### config.mk
export PLATFORM = sky130hd
export DESIGN_NAME = lin_frame_response_receiver
export DESIGN_NICKNAME = d
export VERILOG_FILES = /design/src/rtl/core/lfrr_pkg.sv /design/src/rtl/core/lfrr_ctrl.sv /design/src/rtl/core/lfrr_dpath.sv /design/src/rtl/core/lin_frame_response_receiver.sv
export VERILOG_INCLUDE_DIRS = /design/src /design/src/rtl/core
export SDC_FILE = /design/constraint.sdc
export NUM_CORES = 1
export LEC_CHECK = 0
export ABC_AREA = 1
export BUFFER_PORTS_ARGS = -buffer_cell sky130_fd_sc_hd__buf_4
export CAP_MARGIN = 15
export CORE_MARGIN = 8
export CORE_UTILIZATION = 55
export CTS_BUF_LIST = sky130_fd_sc_hd__clkbuf_8
export CTS_CLUSTER_SIZE = 28
export DETAILED_ROUTE_END_ITERATION = 10
export PLACE_DENSITY = 0.82
export REMOVE_ABC_BUFFERS = 1
export SYNTH_ARGS = -nofsm -noshare
export SYNTH_HDL_FRONTEND = slang
export SYNTH_HIERARCHICAL = 1
export SYNTH_SLANG_ARGS = --single-unit
### constraint.sdc
create_clock -name clk -period 6.2 [get_ports clk]
set_input_delay 0.93 -clock clk [delete_from_list [all_inputs] [get_ports clk]]
set_output_delay 0.93 -clock clk [all_outputs]
set_load 0.03 [all_outputs]
### src/rtl/core/lin_frame_response_receiver_assert.svh
// assertion macros used by the receiver top level
`ifndef LIN_FRAME_RESPONSE_RECEIVER_ASSERT_SVH
`define LIN_FRAME_RESPONSE_RECEIVER_ASSERT_SVH

// same-cycle implication, checked on clk, off during reset
`define LFRR_ASSERT_IMP(lbl, ante, cons, msg) \
	lbl: assert property (@(posedge clk) disable iff (!arst_n) (ante) |-> (cons)) \
		else $error(msg);

// next-cycle implication, checked on clk, off during reset
`define LFRR_ASSERT_NXT(lbl, ante, cons, msg) \
	lbl: assert property (@(posedge clk) disable iff (!arst_n) (ante) |=> (cons)) \
		else $error(msg);

`endif

### src/rtl/core/lfrr_pkg.sv
package lfrr_pkg;

	// fixed field and datapath widths
	localparam int BAUD_W = 15;
	localparam int SUM_W  = 12;
	localparam int NUM_W  = 17;
	localparam int CNT_W  = $clog2(NUM_W + 1);

	// protocol constants
	localparam logic [7:0]        SYNC_BYTE   = 8'h55;
	localparam logic [BAUD_W-1:0] BAUD_RESET  = 15'd19200;
	localparam logic [NUM_W-1:0]  HDR_NUMER   = 17'd22000;
	localparam int                DATA_NUMER  = 10000;
	localparam logic [2:0]        HDR_BASE    = 3'd3;
	localparam logic [2:0]        DATA_BASE   = 3'd5;

	// input command codes
	typedef enum logic [1:0] {
		CMD_START = 2'd0,
		CMD_BYTE  = 2'd1,
		CMD_TICK  = 2'd2
	} cmd_code_t;

	// result status codes
	typedef enum logic [1:0] {
		RS_DATA    = 2'd0,
		RS_GOOD    = 2'd1,
		RS_BAD     = 2'd2,
		RS_TIMEOUT = 2'd3
	} rstat_t;

	// controller states
	typedef enum logic [2:0] {
		CS_IDLE,
		CS_SYNC,
		CS_ID,
		CS_DATA,
		CS_DIV_HDR,
		CS_DIV_DATA
	} ctrl_state_t;

	// controller to datapath
	typedef struct packed {
		logic   load_frame;
		logic   div_go;
		logic   div_data;
		logic   clr_elapsed;
		logic   inc_elapsed;
		logic   take_data;
		logic   emit;
		rstat_t emit_status;
	} dp_cmd_t;

	// datapath to controller
	typedef struct packed {
		logic div_done;
		logic timeout;
		logic more_data;
		logic sum_match;
		logic sync_seen;
		logic out_blocked;
	} dp_stat_t;

	// lin 2.x protected identifier
	function automatic logic [7:0] protect_id(input logic [5:0] id);
		logic p0;
		logic p1;
		p0 = id[0] ^ id[1] ^ id[2] ^ id[4];
		p1 = ~(id[1] ^ id[3] ^ id[4] ^ id[5]);
		return {p1, p0, id};
	endfunction

endpackage

### src/rtl/core/lfrr_ctrl.sv
module lfrr_ctrl (
	input  logic             clk,
	input  logic             arst_n,
	input  logic             in_valid,
	output logic             in_stall,
	input  logic [1:0]       command,
	input  lfrr_pkg::dp_stat_t stat,
	output lfrr_pkg::dp_cmd_t  cmd
);
	import lfrr_pkg::*;

	ctrl_state_t state_q;
	ctrl_state_t state_d;
	logic        busy;
	logic        accept;

	// state register
	always_ff @(posedge clk or negedge arst_n) begin
		if (!arst_n) begin
			state_q <= CS_IDLE;
		end else begin
			state_q <= state_d;
		end
	end

	// next state and datapath commands
	always_comb begin
		state_d  = state_q;
		cmd      = '0;
		busy     = (state_q == CS_DIV_HDR) || (state_q == CS_DIV_DATA);
		in_stall = busy || stat.out_blocked;
		accept   = in_valid && !in_stall;
		cmd.emit_status = RS_DATA;

		priority if (busy) begin
			if (stat.div_done) begin
				state_d = (state_q == CS_DIV_HDR) ? CS_SYNC : CS_DATA;
			end
		end else if (accept && command == CMD_START) begin
			// start always rearms, even mid-frame
			cmd.load_frame  = 1'b1;
			cmd.clr_elapsed = 1'b1;
			cmd.div_go      = 1'b1;
			cmd.div_data    = 1'b0;
			state_d         = CS_DIV_HDR;
		end else if (accept && state_q != CS_IDLE) begin
			unique case (command)
				CMD_TICK: begin
					if (stat.timeout) begin
						cmd.emit        = 1'b1;
						cmd.emit_status = RS_TIMEOUT;
						state_d         = CS_IDLE;
					end else begin
						cmd.inc_elapsed = 1'b1;
					end
				end
				CMD_BYTE: begin
					unique case (state_q)
						CS_SYNC: begin
							if (stat.sync_seen) begin
								state_d = CS_ID;
							end
						end
						CS_ID: begin
							cmd.clr_elapsed = 1'b1;
							cmd.div_go      = 1'b1;
							cmd.div_data    = 1'b1;
							state_d         = CS_DIV_DATA;
						end
						CS_DATA: begin
							cmd.emit = 1'b1;
							if (stat.more_data) begin
								cmd.take_data   = 1'b1;
								cmd.emit_status = RS_DATA;
							end else begin
								cmd.emit_status = stat.sum_match ? RS_GOOD : RS_BAD;
								state_d         = CS_IDLE;
							end
						end
						default: begin
						end
					endcase
				end
				default: begin
				end
			endcase
		end else begin
			// nothing accepted, hold state
		end
	end

endmodule

### src/rtl/core/lfrr_dpath.sv
module lfrr_dpath #(
	parameter int MAX_DATA_BYTES = 8
) (
	input  logic                        clk,
	input  logic                        arst_n,
	input  logic                        cfg_wr_en,
	input  logic [lfrr_pkg::BAUD_W-1:0] cfg_wr_data,
	input  logic [5:0]                  frame_id,
	input  logic [3:0]                  data_length,
	input  logic [7:0]                  rx_byte,
	input  lfrr_pkg::dp_cmd_t           cmd,
	output lfrr_pkg::dp_stat_t          stat,
	input  logic                        out_stall,
	output logic                        out_valid,
	output logic [1:0]                  status,
	output logic [2:0]                  byte_index,
	output logic [7:0]                  data_byte
);
	import lfrr_pkg::*;

	localparam int LEN_W = $clog2(MAX_DATA_BYTES + 1);

	logic [BAUD_W-1:0] baud_q;
	logic [LEN_W-1:0]  len_q;
	logic [LEN_W-1:0]  count_q;
	logic [SUM_W-1:0]  sum_q;
	logic [7:0]        elapsed_q;
	logic [7:0]        deadline_q;

	logic [LEN_W-1:0]  len_clamped;
	logic [8:0]        fold1;
	logic [7:0]        fold2;
	logic [7:0]        expect_sum;

	logic              div_run_q;
	logic              div_data_q;
	logic [CNT_W-1:0]  div_cnt_q;
	logic [BAUD_W:0]   rem_q;
	logic [NUM_W-1:0]  quo_q;
	logic [BAUD_W:0]   trial;
	logic [BAUD_W+1:0] diff;
	logic              div_last;
	logic [NUM_W:0]    dl_sum;
	logic [7:0]        dl_sat;

	logic              out_valid_q;
	rstat_t            status_q;
	logic [2:0]        idx_q;
	logic [7:0]        data_q;

	// baud rate register
	always_ff @(posedge clk or negedge arst_n) begin
		if (!arst_n) begin
			baud_q <= BAUD_RESET;
		end else if (cfg_wr_en) begin
			baud_q <= cfg_wr_data;
		end
	end

	// length clamp and checksum fold with end-around carry
	always_comb begin
		len_clamped = (data_length > 4'(MAX_DATA_BYTES)) ? LEN_W'(MAX_DATA_BYTES)
		                                                  : LEN_W'(data_length);
		fold1       = {1'b0, sum_q[7:0]} + 9'(sum_q[SUM_W-1:8]);
		fold2       = fold1[7:0] + {7'd0, fold1[8]};
		expect_sum  = ~fold2;
	end

	// frame registers
	always_ff @(posedge clk or negedge arst_n) begin
		if (!arst_n) begin
			len_q     <= '0;
			count_q   <= '0;
			sum_q     <= '0;
			elapsed_q <= '0;
		end else begin
			if (cmd.load_frame) begin
				len_q   <= len_clamped;
				count_q <= '0;
				sum_q   <= SUM_W'(protect_id(frame_id));
			end else if (cmd.take_data) begin
				count_q <= count_q + 1'b1;
				sum_q   <= sum_q + SUM_W'(rx_byte);
			end
			if (cmd.clr_elapsed) begin
				elapsed_q <= '0;
			end else if (cmd.inc_elapsed) begin
				elapsed_q <= elapsed_q + 8'd1;
			end
		end
	end

	// restoring divider step and saturated deadline
	always_comb begin
		trial    = {rem_q[BAUD_W-1:0], quo_q[NUM_W-1]};
		diff     = {1'b0, trial} - {2'b00, baud_q};
		div_last = div_run_q && (div_cnt_q == CNT_W'(NUM_W));
		dl_sum   = {1'b0, quo_q} + (NUM_W + 1)'(div_data_q ? DATA_BASE : HDR_BASE);
		dl_sat   = (dl_sum > (NUM_W + 1)'(255)) ? 8'hFF : dl_sum[7:0];
	end

	// bit-serial deadline divider, one quotient bit per cycle
	always_ff @(posedge clk or negedge arst_n) begin
		if (!arst_n) begin
			div_run_q  <= 1'b0;
			div_data_q <= 1'b0;
			div_cnt_q  <= '0;
			rem_q      <= '0;
			quo_q      <= '0;
			deadline_q <= '0;
		end else if (cmd.div_go) begin
			div_run_q  <= 1'b1;
			div_data_q <= cmd.div_data;
			div_cnt_q  <= '0;
			rem_q      <= '0;
			quo_q      <= cmd.div_data ? NUM_W'(len_q) * NUM_W'(DATA_NUMER) : HDR_NUMER;
		end else if (div_last) begin
			div_run_q  <= 1'b0;
			deadline_q <= dl_sat;
		end else if (div_run_q) begin
			div_cnt_q <= div_cnt_q + 1'b1;
			if (!diff[BAUD_W+1]) begin
				rem_q <= diff[BAUD_W:0];
				quo_q <= {quo_q[NUM_W-2:0], 1'b1};
			end else begin
				rem_q <= trial;
				quo_q <= {quo_q[NUM_W-2:0], 1'b0};
			end
		end
	end

	// result register
	always_ff @(posedge clk or negedge arst_n) begin
		if (!arst_n) begin
			out_valid_q <= 1'b0;
		end else if (cmd.emit) begin
			out_valid_q <= 1'b1;
		end else if (!out_stall) begin
			out_valid_q <= 1'b0;
		end
	end

	always_ff @(posedge clk) begin
		if (cmd.emit) begin
			status_q <= cmd.emit_status;
			idx_q    <= cmd.take_data ? 3'(count_q) : 3'd0;
			data_q   <= cmd.take_data ? rx_byte : 8'd0;
		end
	end

	// status back to the controller
	always_comb begin
		stat.div_done    = div_last;
		stat.timeout     = elapsed_q >= deadline_q;
		stat.more_data   = count_q < len_q;
		stat.sum_match   = expect_sum == rx_byte;
		stat.sync_seen   = rx_byte == SYNC_BYTE;
		stat.out_blocked = out_valid_q && out_stall;
	end

	assign out_valid  = out_valid_q;
	assign status     = status_q;
	assign byte_index = idx_q;
	assign data_byte  = data_q;

endmodule

### src/rtl/core/lin_frame_response_receiver.sv
// LIN response receiver on the master side with enhanced checksum. A start item
// (frame_id, data_length) arms one frame; received bytes are skipped until the
// 0x55 sync, the next byte is the echoed identifier, then each data byte comes
// out with its index, and the byte after the last one is checked against the
// inverted end-around-carry sum of protected identifier and data. One-ms tick
// items time out the header and the data phase; each deadline comes from
// baud_rate through a bit-serial divider. After a start item or the identifier
// byte, input stays stalled while the divider produces one quotient bit per
// cycle over 17 bits, until the deadline is written. A finished result waits
// in the output register while the next item is taken, unless that register is
// still held by out_stall. baud_rate is written through cfg_wr_en and
// cfg_wr_data; the user must do so only while idle, the block does not enforce.
module lin_frame_response_receiver #(
	parameter int MAX_DATA_BYTES = 8
) (
	input  logic                        clk,
	input  logic                        arst_n,
	input  logic                        cfg_wr_en,
	input  logic [lfrr_pkg::BAUD_W-1:0] cfg_wr_data,
	input  logic                        in_valid,
	output logic                        in_stall,
	input  logic [1:0]                  command,
	input  logic [5:0]                  frame_id,
	input  logic [3:0]                  data_length,
	input  logic [7:0]                  rx_byte,
	output logic                        out_valid,
	input  logic                        out_stall,
	output logic [1:0]                  status,
	output logic [2:0]                  byte_index,
	output logic [7:0]                  data_byte
);
	import lfrr_pkg::*;

	`include "lin_frame_response_receiver_assert.svh"

	dp_cmd_t  dp_cmd;
	dp_stat_t dp_stat;

	// frame sequencer
	lfrr_ctrl u_ctrl (
		.clk      (clk),
		.arst_n   (arst_n),
		.in_valid (in_valid),
		.in_stall (in_stall),
		.command  (command),
		.stat     (dp_stat),
		.cmd      (dp_cmd)
	);

	// counters, checksum, divider and result register
	lfrr_dpath #(
		.MAX_DATA_BYTES (MAX_DATA_BYTES)
	) u_dpath (
		.clk         (clk),
		.arst_n      (arst_n),
		.cfg_wr_en   (cfg_wr_en),
		.cfg_wr_data (cfg_wr_data),
		.frame_id    (frame_id),
		.data_length (data_length),
		.rx_byte     (rx_byte),
		.cmd         (dp_cmd),
		.stat        (dp_stat),
		.out_stall   (out_stall),
		.out_valid   (out_valid),
		.status      (status),
		.byte_index  (byte_index),
		.data_byte   (data_byte)
	);

	// a start item always engages the divider on the next cycle
	`LFRR_ASSERT_NXT(a_start_stalls, in_valid && !in_stall && command == CMD_START, in_stall, "start item did not stall input for the deadline division")

	// a new result only follows an accepted item
	`LFRR_ASSERT_IMP(a_result_from_item, $rose(out_valid), $past(in_valid && !in_stall), "result appeared without an accepted item")

	// the divider never finishes while the datapath is being commanded
	`LFRR_ASSERT_IMP(a_done_while_stalled, dp_stat.div_done, in_stall && !dp_cmd.emit, "divider finished outside a stalled division")

endmodule

### Word-level counts from Yosys, hierarchy flattened

Cells that the tools add are included.

* register bits after elaboration: 107
* latch bits: 0
* bits in writable memories: 0
* ROM bits: 0
* bits of input ports: 40
* output and inout bits: 15
* memories kept: 0

* $add $sub $neg: 8
* multipliers: 1
* div/mod/pow operators: 0
* order comparisons: 4
* equal/unequal tests: 17
* shift operators: 0
* muxes and demuxes: 51
* bitwise logic cells: 10
* reduce and logical (&&, ||, !) cells: 20

Operators by type and width (number)
* 17-bit 2-to-1 mux: 4
* 15-bit 2-to-1 mux: 4
* 3-bit 2-to-1 mux: 12
* 8-bit 2-to-1 mux: 4
* 12-bit 2-to-1 mux: 2
* 5-bit 2-to-1 mux: 4
* 17-bit by 3-bit adder with 18-bit output: 1
* 18-bit by 8-bit greater-than comparator with 1-bit output (second input constant): 1
* 16-bit by 15-bit subtractor with 17-bit output: 1
* 4-bit 2-to-1 mux: 4
* 4-bit by 10-bit multiplier with 13-bit output (second input constant): 1
* 12-bit by 8-bit adder with 12-bit output: 1
* 3-bit case mux with 2 select lines: 2
* 1-bit 2-to-1 mux: 10
* 5-bit by 3-bit != test with 1-bit output (second input constant): 2
* 8-bit by 4-bit adder with 9-bit output: 1
* 9-bit 2-to-1 mux: 1
* 3-bit case mux with 3 select lines: 1
* 8-bit by 1-bit adder with 8-bit output: 1
* 8-bit by 1-bit adder with 8-bit output (second input constant): 1
* 8-bit by 7-bit equality test with 1-bit output (second input constant): 1
* 8-bit equality test: 1
* 8-bit greater-or-equal comparator: 1
* 8-bit inverter: 1
* 27 further kinds: 49

### Longest topological paths before layout

* word-level depth: 13
* mapped depth: 23

### By module

Netlist, hierarchy kept.

By module, submodules not included
* lfrr_dpath: instances 1, cells each 989, area an instance 7394.6 um^2
* lfrr_ctrl: instances 1, cells each 70, area an instance 460.4 um^2

### Least setup slack after synthesis

OpenSTA, ideal clock, no wires.

* path type: register to register
* start: reg u_dpath.sum_q[8]
* end: reg u_dpath.status_q[1] (netlist: u_dpath/status[1]) (data pin)
* setup time: 0.252 ns
* data arrival time: 2.588 ns
* required time: 5.948 ns
* path slack: 3.360 ns
* cell stages (with the launch flop): 21
* path buffers: 0
* clock period less this slack: 2.840 ns
* cells stage by stage: dfrtp_1 -> ha_1 -> inv_1 -> fa_1 -> inv_1 -> nand3_1 -> nand2_1 -> nand2_1 -> nor2_1 -> ha_1 -> ha_1 -> xnor2_1 -> nor2_1 -> nand2_1 -> nor2_1 -> nand3_1 -> nor2_1 -> nand3_1 -> nor2_1 -> o21a_1 -> nor2_1

RTL lines
* start, declared: RTL line lfrr_dpath.sv:26 `logic [SUM_W-1:0] sum_q;`
* start signal, assigned: RTL line lfrr_dpath.sv:80 `sum_q <= SUM_W'(protect_id(frame_id));`
* start signal, assigned: RTL line lfrr_dpath.sv:83 `sum_q <= sum_q + SUM_W'(rx_byte);`
* end signal, assigned: RTL line lfrr_dpath.sv:145 `status_q <= cmd.emit_status;`
* end, declared: RTL line lfrr_dpath.sv:47 `rstat_t status_q;`

### Final worst setup path

* start: in command[1]
* end: reg u_dpath.div_cnt_q[4]

* longest elaborated chain between the ends: 7
* elaborated cells between the ends (all ways): 11
* those cells by class: eq/ne: 2; mux: 5; reduce/logical: 4

Ends and longest elaborated chain
* start, declared: RTL line lin_frame_response_receiver.sv:22 `input logic [1:0] command,`
* 2-bit by 1-bit equality test with 1-bit output: RTL line lfrr_ctrl.sv:47 `unique case (command)`
* 3-bit 2-to-1 mux: RTL line lfrr_ctrl.sv:47
* 8-bit 2-to-1 mux: RTL line lfrr_ctrl.sv:46 `end else if (accept && state_q != CS_IDLE) begin`
* 3-bit 2-to-1 mux (*): RTL line lfrr_ctrl.sv:39 `end else if (accept && command == CMD_START) begin`
* 9-bit 2-to-1 mux (*): RTL line lfrr_ctrl.sv:35 `priority if (busy) begin`
* 2-bit != test (no line) / 2-bit nonzero test (equally long branches)
* 2-bit AND reduction (no line)
* end signal, assigned: RTL line lfrr_dpath.sv:121 `div_cnt_q <= div_cnt_q + 1'b1;`
* end, declared: RTL line lfrr_dpath.sv:37 `logic [CNT_W-1:0] div_cnt_q;`

Every way passes the cells marked *; elsewhere a longest branch is shown, timed or not.
A chain may end at the register's enable or synchronous reset.

==> flow_summary.ini <==
[finish]
drive_gt1_frac = 0.107
antenna_cells = 0
fin_nets = 1214
design_area_sq_um = 8580
area_growth_pct = 9.24
fin_util = 0.616

[setup_path]
cp_cell_sequence = buf_4 > inv_1 > ha_1 > nand4_1 > or2_1 > nand2_1 > nor2_4 > nor2_4 > inv_2 > nand2_1 > nor2_1 > nand2_1 > o21ai_0 > a21oi_1
worstPathRequired_ps = 6480
crit_family = simple AND/OR/NAND/NOR gates
critPathCaptureType = flip-flop
worstPathArrival_ps = 3760
cp_slowest_cell = nor2_4
slowest_delay_ps = 570
cp_max_fo = 30
critical_path_class = input pin to flip-flop
start_kind = input pin
crit_buf_inv = 3
crit_top_cell = nand2_1

[clock_tree]
cts_buffers = 9
path_clk_slew_ps = 110
htreeDepth = 3
cts_resized = 0
clock-sinks = 107
clock_latency_ps = 390
cts_tree = done
post-cts-setup-buffer-count = 0
clock-root-buffer = clkbuf_8
postCtsHoldBufs = 0
clockBufferDepth = 2

[synthesis]
synthTopCellsByArea = dfrtp_1 29%, nand2_1 13%, ha_1 9.9%
async_reset_ff_frac = 0.879
yosys.area.top_type = dfrtp_1
yosysMostFrequentCell = nand2_1
syn_area_per_cell_sq_um = 7.42
synthCells = 1059
synth.distinct_cells = 55
postSynthRegisterBits = 107
ys_top_cells_by_count = 270 x nand2_1, 162 x inv_1, 90 x dfrtp_1
synth_top_area_share = 0.287
synth_enable_flop_cells = 13
yosysWarnings = 6
syn_area_sq_um = 7860
synth_flop_cell = dfrtp_1
seq_area_frac_synth = 0.350

[routing]
firstDrtPassIters = 6
vias = 6976
routed_wl_um = 17900
drc = 0
wl_per_cell_um = 13.9
postRouteAntennaNets = 0
drt-vias-per-instance = 5.41
initialDrtViolationCount = 437

[floorplan]
fp.dieH_um = 136
ios = 55
coreArea_sq_um = 13900
rows = 43
start_util = 0.564
dieArea_sq_um = 18400
die-width_um = 136

[hold_path]
hold_path.class = input pin to async pin

[status]
status = finished, final reports clean

[placement]
placed_cell_area_sq_um = 8390
numPortBuffers = 54
dp_hpwl_um = 13900
routabilityCongestion = 0.913

[run]
cap_violations = 0

[power_and_ir_drop]
power_leakage_nw = 4.39
power_density_nw_per_um2 = 378
peakVddDrop_uv = 215

[sta]
finClkSkew_ps = 16.2
setup_viol = 0
period_needed_ps = 3490
final_max_slew_viol_count = 0
hold_violations = 0
rsz0062_at_grt = false
period_share = 0.562
slew_headroom = 0.376
tightest_slew_ps = 936
tns_ps = 0
max_freq_mhz = 287

[global_route]
grt_pass1_vias = 6492
grt_pass1_wl_um = 30200
grt_usage = 0.202
grt_start_max_net_pins = 76
antenna_found_initial = 0
gr-total-overflow = 0
[cells in the final DEF, fill, tap and decap left out, drive strengths merged, types with 7 or more instances in the layout]
cell    netlist  layout
nand4        24      24
a21oi        52      52
nand2       276     276
xor2         14      14
ha           62      62
dfrtp        90      90
o22ai        10      10
edfxtp       13      13
o21ai        79      79
nor2         78      78
xnor2        11      11
buf          10      56
fa            7       7
inv         172     175
nor3         16      16
o221ai        8       8
nand3        77      77
clkbuf       11       9
[worst reg2reg max path, stage by stage (launching register included)]
cell	delay, ps
dfrtp_1	460
inv_2	150
nand3_1	110
nand3_1	130
or2_1	130
nand2_1	470
nor2_4	580
nor2_4	170
inv_2	440
nand2_1	100
nor2_1	140
nand2_1	80
o21ai_0	160
a21oi_1	60
[cell families after synthesis]
kind of cell,count (synthesis),share of synthesized area
buffers and inverters,197,0.0981
and+or+nand+nor,489,0.278
muxes,1,0.00143
AOI/OAI and AO/OA,171,0.128
DFF,107,0.350
xor gates and xnor gates,25,0.0279
adders and majority gates,69,0.117
[layer usage]
layer	track usage	up-vias	wire length, um
met4	0.0574	0	286
met1	0.255	3227	7980
li1	-	3556	-
met3	0.0415	22	930
met2	0.342	171	8730
met5	0	-	0
[state kept, by name, indices dropped and copies added (netlist names), 2 cells and up]
signal and cells:
u_dpath/rem_q 15, u_ctrl/state_q 3, u_dpath/byte_index 3, u_dpath/data_byte 8, u_dpath/baud_q 15, u_dpath/quo_q 17
u_dpath/count_q 4, u_dpath/div_cnt_q 5, u_dpath/deadline_q 8, u_dpath/elapsed_q 8, u_dpath/sum_q 12, u_dpath/len_q 4
u_dpath/status 2
[area by class of cell]
type	count	area, sq um
fillers	1240	5350
repair buffers	56	420
clock buffers	9	124
flip-flops and latches	107	2750
clock inverters	7	66.3
well taps	180	225
multi-input cells	755	4340
inverters	176	661
[final timing paths]
| check | endpoint | startpoint | slack, ps | depth (start not counted) |
|---|---|---|---|---|
| setup / recovery | u_dpath/div_cnt_q[4] | command[1] | 2710 | 14 |
| hold / removal | u_ctrl/state_q[0] | arst_n | 410 | 1 |
| setup reg to reg | u_dpath/div_cnt_q[4] | u_ctrl/state_q[1] | 2900 | 13 |
| hold reg to reg | u_dpath/baud_q[9] | u_dpath/baud_q[9] | 500 | 2 |
| max in group asynchronous | u_dpath/deadline_q[5] | arst_n | 4560 | 2 |
| min in group clk | u_dpath/baud_q[9] | u_dpath/baud_q[9] | 500 | 2 |
[stage by stage]
step	hold slack, ps	setup slack, ps	power [W]	std cells
floorplan	465	3090	0.00238	1038
CTS	409	2780	0.00324	1290
detailed placement	484	2340	0.00280	1274
global route	416	2290	0.00354	1290
global placement	483	2490	0.00275	1274
finish	409	2710	0.00324	1290
[power by group]
part           total (W)  internal (W)  switching (W)
Combinational    0.00172      0.000641        0.00108
Clock           0.000434      0.000186       0.000248
Sequential       0.00109      0.000886       0.000200
Power figures use the tool's default switching activity.
